$ cat config.mk
export PLATFORM = sky130hd
export DESIGN_NAME = nearest_grid_point_search
export DESIGN_NICKNAME = d
export VERILOG_FILES = /design/src/hw/rtl/ngp_pkg.sv /design/src/hw/rtl/ngp_scan.sv /design/src/hw/rtl/ngp_dist.sv /design/src/hw/rtl/ngp_best.sv /design/src/hw/rtl/nearest_grid_point_search.sv
export VERILOG_INCLUDE_DIRS = /design/src /design/src/hw/rtl
export SDC_FILE = /design/constraint.sdc
export NUM_CORES = 2
export LEC_CHECK = 0
export BUFFER_PORTS_ARGS = -buffer_cell sky130_fd_sc_hd__buf_2
export CAP_MARGIN = 30
export CORE_MARGIN = 5
export CORE_UTILIZATION = 45
export CTS_BUF_LIST = sky130_fd_sc_hd__clkbuf_16
export DETAILED_ROUTE_END_ITERATION = 12
export PLACE_DENSITY = 0.66
export REMOVE_ABC_BUFFERS = 1
export SYNTH_ARGS = -nofsm -noshare
export SYNTH_HDL_FRONTEND = slang
export SYNTH_SLANG_ARGS = --single-unit
export TNS_END_PERCENT = 100
$ cat constraint.sdc
create_clock -name clk -period 9.66 [get_ports clk]
set_input_delay 0.483 -clock clk [delete_from_list [all_inputs] [get_ports clk]]
set_output_delay 0.483 -clock clk [all_outputs]
set_load 0.02 [all_outputs]
$ cat src/hw/rtl/nearest_grid_point_search_defines.svh
// assertion macros for the nearest grid point search block
// used by ngp_scan, ngp_best and nearest_grid_point_search; needs clk and rst_n in scope
`ifndef NEAREST_GRID_POINT_SEARCH_DEFINES_SVH
`define NEAREST_GRID_POINT_SEARCH_DEFINES_SVH
`ifndef SYNTHESIS
`define NGP_ASSERT(label, prop, msg) \
    label: assert property (@(posedge clk) disable iff (!rst_n) prop) \
        else $error(msg);
`define NGP_ASSERT_RESET(label, prop, msg) \
    label: assert property (@(posedge clk) prop) else $error(msg);
`else
`define NGP_ASSERT(label, prop, msg)
`define NGP_ASSERT_RESET(label, prop, msg)
`endif
`endif

$ cat src/hw/rtl/ngp_pkg.sv
// shared widths, register codes and pipeline tag type of the nearest grid point search
// no dependencies
`timescale 1ns / 1ps

package ngp_pkg;

    localparam int MAX_ROWS    = 128;
    localparam int MAX_COLS    = 128;
    localparam int LEVEL_LIMIT = 8;

    localparam int COORD_W     = 24;
    localparam int SPACING_W   = 16;
    localparam int ROWS_REG_W  = 8;
    localparam int COLS_REG_W  = 8;
    localparam int LVLS_REG_W  = 4;
    localparam int CFG_DATA_W  = 24;
    localparam int CFG_IDX_W   = 3;
    localparam int IDX_W       = 17;
    localparam int CLAMP_W     = 16;

    localparam int ROW_W = (MAX_ROWS > 1) ? $clog2(MAX_ROWS) : 1;
    localparam int COL_W = (MAX_COLS > 1) ? $clog2(MAX_COLS) : 1;
    localparam int LVL_W = (LEVEL_LIMIT > 1) ? $clog2(LEVEL_LIMIT) : 1;

    localparam int ROW_DIM_W = $clog2(MAX_ROWS + 1);
    localparam int COL_DIM_W = $clog2(MAX_COLS + 1);
    localparam int LVL_DIM_W = $clog2(LEVEL_LIMIT + 1);

    localparam int PXY_W  = ((ROW_W > COL_W) ? ROW_W : COL_W) + SPACING_W;
    localparam int PZ_W   = ((COORD_W > LVL_W + SPACING_W) ? COORD_W : LVL_W + SPACING_W) + 1;
    localparam int DIFF_T = (COORD_W > PXY_W + 1) ? COORD_W : PXY_W + 1;
    localparam int DIFF_W = ((DIFF_T > PZ_W) ? DIFF_T : PZ_W) + 1;
    localparam int MAG_W  = DIFF_W - 1;
    localparam int SQ_W   = 2 * MAG_W;
    localparam int D2_W   = SQ_W + 2;

    typedef enum logic [CFG_IDX_W-1:0] {
        CFG_GRID_ROWS     = 3'd0,
        CFG_GRID_COLS     = 3'd1,
        CFG_GRID_LEVELS   = 3'd2,
        CFG_POINT_SPACING = 3'd3,
        CFG_LEVEL_SPACING = 3'd4,
        CFG_LOWEST_LEVEL  = 3'd5
    } ngp_cfg_idx_t;

    typedef struct packed {
        logic             pt;
        logic             first;
        logic             last;
        logic             empty;
        logic [IDX_W-1:0] idx;
    } ngp_tag_t;

endpackage

$ cat src/hw/rtl/ngp_scan.sv
// grid scan counters: one grid point per cycle in level, row, column order
// depends on ngp_pkg and nearest_grid_point_search_defines.svh
`timescale 1ns / 1ps
`include "nearest_grid_point_search_defines.svh"

module ngp_scan
    import ngp_pkg::*;
(
    input  logic                      clk,
    input  logic                      rst_n,
    input  logic                      go,
    input  logic [ROW_DIM_W-1:0]      rows,
    input  logic [COL_DIM_W-1:0]      cols,
    input  logic [LVL_DIM_W-1:0]      levels,
    input  logic [SPACING_W-1:0]      point_spacing,
    input  logic [SPACING_W-1:0]      level_spacing,
    input  logic signed [COORD_W-1:0] lowest_level,
    output ngp_tag_t                  tag,
    output logic [PXY_W-1:0]          px,
    output logic [PXY_W-1:0]          py,
    output logic signed [PZ_W-1:0]    pz
);

    logic                   active_reg, active_next;
    logic                   empty_reg, empty_next;
    logic                   first_reg, first_next;
    logic [COL_W-1:0]       col_reg, col_next;
    logic [ROW_W-1:0]       row_reg, row_next;
    logic [LVL_W-1:0]       lvl_reg, lvl_next;
    logic [IDX_W-1:0]       idx_reg, idx_next;
    logic [PXY_W-1:0]       px_reg, px_next;
    logic [PXY_W-1:0]       py_reg, py_next;
    logic signed [PZ_W-1:0] pz_reg, pz_next;
    logic                   col_last;
    logic                   row_last;
    logic                   lvl_last;
    logic                   grid_empty;

    assign col_last   = (COL_DIM_W'(col_reg) == cols - COL_DIM_W'(1));
    assign row_last   = (ROW_DIM_W'(row_reg) == rows - ROW_DIM_W'(1));
    assign lvl_last   = (LVL_DIM_W'(lvl_reg) == levels - LVL_DIM_W'(1));
    assign grid_empty = (rows == '0) || (cols == '0) || (levels == '0);

    always_comb
    begin
        active_next = active_reg;
        empty_next  = 1'b0;
        first_next  = 1'b0;
        col_next    = col_reg;
        row_next    = row_reg;
        lvl_next    = lvl_reg;
        idx_next    = idx_reg;
        px_next     = px_reg;
        py_next     = py_reg;
        pz_next     = pz_reg;
        if (go)
        begin
            if (grid_empty)
            begin
                empty_next = 1'b1;
            end
            else
            begin
                active_next = 1'b1;
                first_next  = 1'b1;
                col_next    = '0;
                row_next    = '0;
                lvl_next    = '0;
                idx_next    = '0;
                px_next     = '0;
                py_next     = '0;
                pz_next     = PZ_W'(lowest_level);
            end
        end
        else if (active_reg)
        begin
            idx_next = idx_reg + IDX_W'(1);
            if (col_last && row_last && lvl_last)
            begin
                active_next = 1'b0;
            end
            if (col_last)
            begin
                col_next = '0;
                px_next  = '0;
                if (row_last)
                begin
                    row_next = '0;
                    py_next  = '0;
                    lvl_next = lvl_reg + LVL_W'(1);
                    pz_next  = pz_reg + $signed(PZ_W'(level_spacing));
                end
                else
                begin
                    row_next = row_reg + ROW_W'(1);
                    py_next  = py_reg + PXY_W'(point_spacing);
                end
            end
            else
            begin
                col_next = col_reg + COL_W'(1);
                px_next  = px_reg + PXY_W'(point_spacing);
            end
        end
    end

    always_ff @(posedge clk or negedge rst_n)
    begin
        if (!rst_n)
        begin
            active_reg <= 1'b0;
            empty_reg  <= 1'b0;
            first_reg  <= 1'b0;
            col_reg    <= '0;
            row_reg    <= '0;
            lvl_reg    <= '0;
            idx_reg    <= '0;
        end
        else
        begin
            active_reg <= active_next;
            empty_reg  <= empty_next;
            first_reg  <= first_next;
            col_reg    <= col_next;
            row_reg    <= row_next;
            lvl_reg    <= lvl_next;
            idx_reg    <= idx_next;
        end
    end

    always_ff @(posedge clk)
    begin
        px_reg <= px_next;
        py_reg <= py_next;
        pz_reg <= pz_next;
    end

    assign tag.pt    = active_reg;
    assign tag.first = first_reg;
    assign tag.last  = (active_reg && col_last && row_last && lvl_last) || empty_reg;
    assign tag.empty = empty_reg;
    assign tag.idx   = idx_reg;
    assign px        = px_reg;
    assign py        = py_reg;
    assign pz        = pz_reg;

    `NGP_ASSERT(a_scan_one_source, !(active_reg && empty_reg), "scan and empty beat overlap")
    `NGP_ASSERT(a_scan_col_range, active_reg |-> (COL_DIM_W'(col_reg) < cols), "column out of range")
    `NGP_ASSERT(a_scan_first_once, first_reg |=> !first_reg, "first point flagged twice")

endmodule

$ cat src/hw/rtl/ngp_dist.sv
// squared distance pipeline: difference, magnitude, square, sum, one register each
// depends on ngp_pkg
`timescale 1ns / 1ps

module ngp_dist
    import ngp_pkg::*;
(
    input  logic                      clk,
    input  logic                      rst_n,
    input  ngp_tag_t                  tag_in,
    input  logic [PXY_W-1:0]          px,
    input  logic [PXY_W-1:0]          py,
    input  logic signed [PZ_W-1:0]    pz,
    input  logic signed [COORD_W-1:0] qx,
    input  logic signed [COORD_W-1:0] qy,
    input  logic signed [COORD_W-1:0] qz,
    output ngp_tag_t                  tag_out,
    output logic [D2_W-1:0]           d2
);

    ngp_tag_t                 tag_a_reg, tag_b_reg, tag_c_reg, tag_d_reg;
    logic signed [DIFF_W-1:0] dx_reg, dy_reg, dz_reg;
    logic signed [DIFF_W-1:0] dx_next, dy_next, dz_next;
    logic [MAG_W-1:0]         mx_reg, my_reg, mz_reg;
    logic [MAG_W-1:0]         mx_next, my_next, mz_next;
    logic [SQ_W-1:0]          sx_reg, sy_reg, sz_reg;
    logic [SQ_W-1:0]          sx_next, sy_next, sz_next;
    logic [D2_W-1:0]          d2_reg, d2_next;

    always_comb
    begin
        dx_next = DIFF_W'(qx) - $signed(DIFF_W'(px));
        dy_next = DIFF_W'(qy) - $signed(DIFF_W'(py));
        dz_next = DIFF_W'(qz) - DIFF_W'(pz);
        mx_next = dx_reg[DIFF_W-1] ? MAG_W'(-dx_reg) : MAG_W'(dx_reg);
        my_next = dy_reg[DIFF_W-1] ? MAG_W'(-dy_reg) : MAG_W'(dy_reg);
        mz_next = dz_reg[DIFF_W-1] ? MAG_W'(-dz_reg) : MAG_W'(dz_reg);
        sx_next = SQ_W'(mx_reg) * SQ_W'(mx_reg);
        sy_next = SQ_W'(my_reg) * SQ_W'(my_reg);
        sz_next = SQ_W'(mz_reg) * SQ_W'(mz_reg);
        d2_next = D2_W'(sx_reg) + D2_W'(sy_reg) + D2_W'(sz_reg);
    end

    always_ff @(posedge clk or negedge rst_n)
    begin
        if (!rst_n)
        begin
            tag_a_reg <= '0;
            tag_b_reg <= '0;
            tag_c_reg <= '0;
            tag_d_reg <= '0;
        end
        else
        begin
            tag_a_reg <= tag_in;
            tag_b_reg <= tag_a_reg;
            tag_c_reg <= tag_b_reg;
            tag_d_reg <= tag_c_reg;
        end
    end

    always_ff @(posedge clk)
    begin
        dx_reg <= dx_next;
        dy_reg <= dy_next;
        dz_reg <= dz_next;
        mx_reg <= mx_next;
        my_reg <= my_next;
        mz_reg <= mz_next;
        sx_reg <= sx_next;
        sy_reg <= sy_next;
        sz_reg <= sz_next;
        d2_reg <= d2_next;
    end

    assign tag_out = tag_d_reg;
    assign d2      = d2_reg;

endmodule

$ cat src/hw/rtl/ngp_best.sv
// running minimum of squared distance and result registers
// depends on ngp_pkg and nearest_grid_point_search_defines.svh
`timescale 1ns / 1ps
`include "nearest_grid_point_search_defines.svh"

module ngp_best
    import ngp_pkg::*;
(
    input  logic             clk,
    input  logic             rst_n,
    input  ngp_tag_t         tag,
    input  logic [D2_W-1:0]  d2,
    output logic             done,
    output logic             found,
    output logic [IDX_W-1:0] point_index
);

    logic [D2_W-1:0]  best_d2_reg, best_d2_next;
    logic [IDX_W-1:0] best_idx_reg, best_idx_next;
    logic             done_reg;
    logic             found_reg, found_next;
    logic [IDX_W-1:0] point_index_reg, point_index_next;
    logic             take;

    always_comb
    begin
        take             = tag.pt && (tag.first || (d2 < best_d2_reg));
        best_d2_next     = take ? d2 : best_d2_reg;
        best_idx_next    = take ? tag.idx : best_idx_reg;
        found_next       = found_reg;
        point_index_next = point_index_reg;
        if (tag.last)
        begin
            found_next       = !tag.empty;
            point_index_next = tag.empty ? '0 : best_idx_next;
        end
    end

    always_ff @(posedge clk or negedge rst_n)
    begin
        if (!rst_n)
        begin
            done_reg <= 1'b0;
        end
        else
        begin
            done_reg <= tag.last;
        end
    end

    always_ff @(posedge clk)
    begin
        best_d2_reg     <= best_d2_next;
        best_idx_reg    <= best_idx_next;
        found_reg       <= found_next;
        point_index_reg <= point_index_next;
    end

    assign done        = done_reg;
    assign found       = found_reg;
    assign point_index = point_index_reg;

    `NGP_ASSERT(a_best_single_done, done_reg |=> !done_reg, "two results in a row")

endmodule

$ cat src/hw/rtl/nearest_grid_point_search.sv
// nearest grid point search top level: configuration registers, query capture, control
// depends on ngp_pkg, ngp_scan, ngp_dist, ngp_best and nearest_grid_point_search_defines.svh
`timescale 1ns / 1ps
`include "nearest_grid_point_search_defines.svh"

// Finds the grid point nearest to a 3D query by scanning every point of the configured grid,
// one point per clock. A query is taken when start is high while busy is low; busy then stays
// high until the result is out. The one-point-per-cycle scan counter feeds the four distance
// pipeline registers, and the result register follows them. done is high for exactly one
// cycle with point_index and found valid in that cycle; the result is held until the next done
// but cannot be delayed, so it must be captured then. Write
// configuration only while busy is low.
module nearest_grid_point_search
    import ngp_pkg::*;
(
    input  logic                      clk,
    input  logic                      rst_n,
    input  logic                      start,
    output logic                      busy,
    input  logic signed [COORD_W-1:0] query_x,
    input  logic signed [COORD_W-1:0] query_y,
    input  logic signed [COORD_W-1:0] query_z,
    input  logic                      cfg_write,
    input  logic [CFG_IDX_W-1:0]      cfg_index,
    input  logic [CFG_DATA_W-1:0]     cfg_data,
    output logic                      done,
    output logic [IDX_W-1:0]          point_index,
    output logic                      found
);

    logic [ROWS_REG_W-1:0]     grid_rows_reg;
    logic [COLS_REG_W-1:0]     grid_cols_reg;
    logic [LVLS_REG_W-1:0]     grid_levels_reg;
    logic [SPACING_W-1:0]      point_spacing_reg;
    logic [SPACING_W-1:0]      level_spacing_reg;
    logic signed [COORD_W-1:0] lowest_level_reg;
    logic signed [COORD_W-1:0] query_x_reg;
    logic signed [COORD_W-1:0] query_y_reg;
    logic signed [COORD_W-1:0] query_z_reg;
    logic                      busy_reg, busy_next;
    logic                      go;
    logic [CLAMP_W-1:0]        rows_wide;
    logic [CLAMP_W-1:0]        cols_wide;
    logic [CLAMP_W-1:0]        lvls_wide;
    logic [ROW_DIM_W-1:0]      rows_eff;
    logic [COL_DIM_W-1:0]      cols_eff;
    logic [LVL_DIM_W-1:0]      lvls_eff;
    ngp_tag_t                  scan_tag;
    ngp_tag_t                  dist_tag;
    logic [PXY_W-1:0]          scan_px;
    logic [PXY_W-1:0]          scan_py;
    logic signed [PZ_W-1:0]    scan_pz;
    logic [D2_W-1:0]           dist_d2;
    logic                      best_done;

    assign go = start && !busy_reg;

    // dimensions above the maximum saturate
    always_comb
    begin
        rows_wide = CLAMP_W'(grid_rows_reg);
        cols_wide = CLAMP_W'(grid_cols_reg);
        lvls_wide = CLAMP_W'(grid_levels_reg);
        rows_eff  = ROW_DIM_W'((rows_wide > CLAMP_W'(MAX_ROWS)) ? CLAMP_W'(MAX_ROWS) : rows_wide);
        cols_eff  = COL_DIM_W'((cols_wide > CLAMP_W'(MAX_COLS)) ? CLAMP_W'(MAX_COLS) : cols_wide);
        lvls_eff  = LVL_DIM_W'((lvls_wide > CLAMP_W'(LEVEL_LIMIT)) ?
                               CLAMP_W'(LEVEL_LIMIT) : lvls_wide);
    end

    always_comb
    begin
        busy_next = busy_reg;
        if (go)
        begin
            busy_next = 1'b1;
        end
        else if (best_done)
        begin
            busy_next = 1'b0;
        end
    end

    always_ff @(posedge clk or negedge rst_n)
    begin
        if (!rst_n)
        begin
            busy_reg          <= 1'b0;
            grid_rows_reg     <= ROWS_REG_W'(1);
            grid_cols_reg     <= COLS_REG_W'(1);
            grid_levels_reg   <= LVLS_REG_W'(1);
            point_spacing_reg <= SPACING_W'(256);
            level_spacing_reg <= SPACING_W'(256);
            lowest_level_reg  <= '0;
        end
        else
        begin
            busy_reg <= busy_next;
            if (cfg_write)
            begin
                unique case (ngp_cfg_idx_t'(cfg_index))
                    CFG_GRID_ROWS:     grid_rows_reg     <= cfg_data[ROWS_REG_W-1:0];
                    CFG_GRID_COLS:     grid_cols_reg     <= cfg_data[COLS_REG_W-1:0];
                    CFG_GRID_LEVELS:   grid_levels_reg   <= cfg_data[LVLS_REG_W-1:0];
                    CFG_POINT_SPACING: point_spacing_reg <= cfg_data[SPACING_W-1:0];
                    CFG_LEVEL_SPACING: level_spacing_reg <= cfg_data[SPACING_W-1:0];
                    CFG_LOWEST_LEVEL:  lowest_level_reg  <= $signed(cfg_data[COORD_W-1:0]);
                    default:           ;
                endcase
            end
        end
    end

    always_ff @(posedge clk)
    begin
        if (go)
        begin
            query_x_reg <= query_x;
            query_y_reg <= query_y;
            query_z_reg <= query_z;
        end
    end

    ngp_scan u_scan (
        .clk           (clk),
        .rst_n         (rst_n),
        .go            (go),
        .rows          (rows_eff),
        .cols          (cols_eff),
        .levels        (lvls_eff),
        .point_spacing (point_spacing_reg),
        .level_spacing (level_spacing_reg),
        .lowest_level  (lowest_level_reg),
        .tag           (scan_tag),
        .px            (scan_px),
        .py            (scan_py),
        .pz            (scan_pz)
    );

    ngp_dist u_dist (
        .clk     (clk),
        .rst_n   (rst_n),
        .tag_in  (scan_tag),
        .px      (scan_px),
        .py      (scan_py),
        .pz      (scan_pz),
        .qx      (query_x_reg),
        .qy      (query_y_reg),
        .qz      (query_z_reg),
        .tag_out (dist_tag),
        .d2      (dist_d2)
    );

    ngp_best u_best (
        .clk         (clk),
        .rst_n       (rst_n),
        .tag         (dist_tag),
        .d2          (dist_d2),
        .done        (best_done),
        .found       (found),
        .point_index (point_index)
    );

    assign busy = busy_reg;
    assign done = best_done;

    `NGP_ASSERT(a_top_done_in_query, best_done |-> busy_reg, "result outside a query")
    `NGP_ASSERT(a_top_empty_index, (best_done && !found) |-> (point_index == '0), "empty grid index")
    `NGP_ASSERT_RESET(a_top_reset_idle, !rst_n |=> !busy_reg, "busy after reset")

endmodule

==> impl_metrics.yaml <==
global_routing:
  antenna_found_initial: 5
  grt_max_degree: 127
  grt_usage: 0.2066
  grt-ovfl-total: 0
  grt_pass1_vias: 65560
  grt_pass1_wl_mm: 340.8
drt:
  routed_wl_mm: 206.7
  wl_per_cell_um: 17.50
  num_vias: 60120
  drt_iter0_drc: 3302
  avgViaCountPerCell: 5.091
  firstDrtPassIters: 5
  detail-route-antenna-nets: 0
  drc: 0
worst_setup_path:
  critPathKind: "flip-flop to flip-flop"
  slowest_delay_ps: 1040
  cp.depth: 25
  crit_path_start_kind: "flip-flop"
  end_kind: "flip-flop"
  crit_buf_inv: 5
  critPathSlowestCell: "dfxtp_1"
  cp.arrival_ps: 9110
  crit_family: "adder cells"
  crit_path_frequent_cell: "fa_1"
  reg2reg_depth: 25
  crit_required_ps: 10240
  path_max_fanout: 23
yosys:
  syn_inst: 9024
  syn_area_per_cell_um2: 9.741
  synth_top_flop_cell: "dfxtp_1"
  synth_most_common_cell: "inv_1"
  synth_seq_area_share: 0.2131
  synth-seq-cells: 779
  netlist.area_leader.share: 0.3200
  ys.warnings.count: 0
  ys_types: 90
  yosysTopAreaCell: "fa_1"
  synth_async_sr_flop_share: 0.2555
  ys_top_cells_by_count: "inv_1 (2218), fa_1 (1405), ha_1 (849), nand2_1 (695), and2_1 (395)"
  netlist_area_mm2: 0.08791
  synth_top_cells_by_area: "fa_1 (32%), ha_1 (12%), inv_1 (9.5%)"
  synth_edf_count: 213
timing:
  relSlewSlack: 0.2672
  setup_viol: 0
  period_share: 0.8835
  slew_viol_final: 0
  hold_viol: 0
  skew_ps: 71.21
  final.min_clock_period_ps: 8535
  rsz0062_at_grt: "false"
  whs_ps: 63.65
  max_freq_ghz: 0.1172
  finalSetupTns_ps: 0
  tightest_slew_ps: 1098
  fin_ws_ps: 1125
pwr:
  finalPower_mw: 7.593
  cellLeakagePower_nw: 48.77
  cellPowerDensity_mw_per_mm2: 79.49
  worst_ir_drop_vdd_mv: 0.1483
die:
  dieHeight_um: 452.0
  start_util: 0.4518
  dieArea_mm2: 0.2043
  die_width_um: 452.0
  core-area_mm2: 0.1946
  rows: 162
  boundaryPins: 123
cts:
  cts_num_sinks: 779
  cts_tree: "done"
  htreeDepth: 3
  clkTransAtPathRegs_ps: 60
  cts_setup_buffers: 0
  cts.repair.resized: 0
  clkLatencyLatePin_ps: 730
  clk_path_buf_depth: 3
  root_buffer: "clkbuf_16"
  cts_buffers: 85
flow_run:
  cap_violations: 0
cells_and_area:
  syn_to_final_growth_pct: 8.663
  drive_above_1_share: 0.05301
  nNetsFinal: 11550
  layout.cells.non_filler: 11810
placement:
  dp.cells: 11560
  io_buffers: 122
  post-place-ws_ps: 1234
  gp_congestion: 0.9026
  dp_hpwl_mm: 170.2
worst_hold_path:
  hp-class: "input pin to flip-flop"
  whs_path_depth: 2
outcome:
  outcome: "complete, no violations"
## layout by cell type, fill, tap and decap left out, types with 16 or more instances in the layout
cell / netlist / layout
xor2_1: 136 / 136
nand2b_1: 63 / 63
a31oi_1: 34 / 34
edfxtp_1: 213 / 213
or2_2: 20 / 20
inv_1: 2218 / 2223
dlygate4sd3_1: 0 / 79
a21o_1: 170 / 170
dfrtp_1: 194 / 194
nand2_1: 695 / 695
and3_1: 50 / 50
xnor2_1: 324 / 324
buf_2: 4 / 121
nor4_1: 16 / 16
and2_1: 395 / 395
clkbuf_16: 0 / 89
a21oi_1: 333 / 333
nor2b_1: 63 / 62
or3_1: 23 / 23
ha_1: 849 / 849
nor3_1: 74 / 73
nor2_1: 353 / 353
buf_4: 0 / 84
o21ai_0: 238 / 238
nand3_1: 75 / 75
o21a_1: 56 / 56
a211oi_1: 24 / 24
fa_1: 1405 / 1405
o31ai_1: 38 / 38
nand4_1: 33 / 33
mux2_2: 92 / 92
dfxtp_1: 367 / 367
o21bai_1: 28 / 28
## repair_timing
action | 4_1_cts | 5_1_grt
hold buffers | 79 | 0
hold endpoints to repair | 198 | 0
endpoints found under the setup margin | 0 | 0
## power breakdown
group	leakage, nW	internal, mW	total (mW)	switching, mW
Combinational	39.7	0.282	0.572	0.290
Clock	1.51	2.01	3.47	1.47
Sequential	7.58	3.46	3.55	0.0899
Total	48.8	5.75	7.59	1.85
## final timing paths
kind,from,endpoint,slack (ps)
min,cfg_data[20],lowest_level_reg[20],60
min in group asynchronous,rst_n,grid_rows_reg[3],220
min reg2reg,u_dist.tag_a_reg[0],u_dist.tag_b_reg[0],330
max reg2reg,u_dist.my_reg[9],u_dist.sy_reg[44],1120
max,u_dist.my_reg[9],u_dist.sy_reg[44],1120
max in group asynchronous,rst_n,u_dist.tag_a_reg[10],7790
## cell type report
type | instances | area (um^2)
Multi-Input combinational cell | 5814 | 60060
Clock inverter | 71 | 824.5
Inverter | 2219 | 8332
Antenna cell | 4 | 10.01
Sequential cell | 779 | 18730
Tap cell | 2542 | 3181
Clock buffer | 89 | 2227
Fill cell | 17740 | 99070
Timing Repair Buffer | 290 | 2158
## routing by layer
| layer | part of all wire | routed length, um | global-route usage |
|---|---|---|---|
| met4 | 0.036 | 7455 | 0.06589 |
| met1 | 0.42 | 86840 | 0.2667 |
| met5 | 0 | 0 | 0 |
| met2 | 0.49 | 101700 | 0.3600 |
| met3 | 0.052 | 10670 | 0.02856 |
## metrics by stage
step                      utilization  area (um^2)
after floorplan                     -        87100
after global placement         0.4705        91550
after detailed placement       0.4709        91640
after CTS                      0.4907        95480
after global routing           0.4909        95510
final                          0.4909        95520
## kinds of logic (layout without fill, tap and decap cells)
logic type,after synthesis,count (layout),synth area share
other cells,0,4,0
mux,98,98,0.01247
simple gates,1918,1918,0.1060
compound gates,1084,1084,0.07800
xor+xnor,460,460,0.04583
buf+inv,2431,2669,0.1039
flops,779,779,0.2131
fa+ha+maj,2254,2254,0.4408
## worst reg2reg max path, stage by stage (launching register included)
cell and delay, ps:
dfxtp_1 1040, inv_1 360, nor2_1 240, fa_1 460, fa_1 540, inv_1 50
fa_1 480, fa_1 520, inv_1 50, fa_1 490, fa_1 500, inv_1 60
fa_1 490, inv_1 40, ha_1 370, a21oi_1 280, and4bb_2 290, o31ai_1 280
a31oi_1 140, a21oi_1 480, o21ai_1 220, a31oi_1 290, or2_2 190, a21boi_0 260
o21ai_0 150, xor2_1 150
No activity file was read; power rests on OpenSTA's default activity.
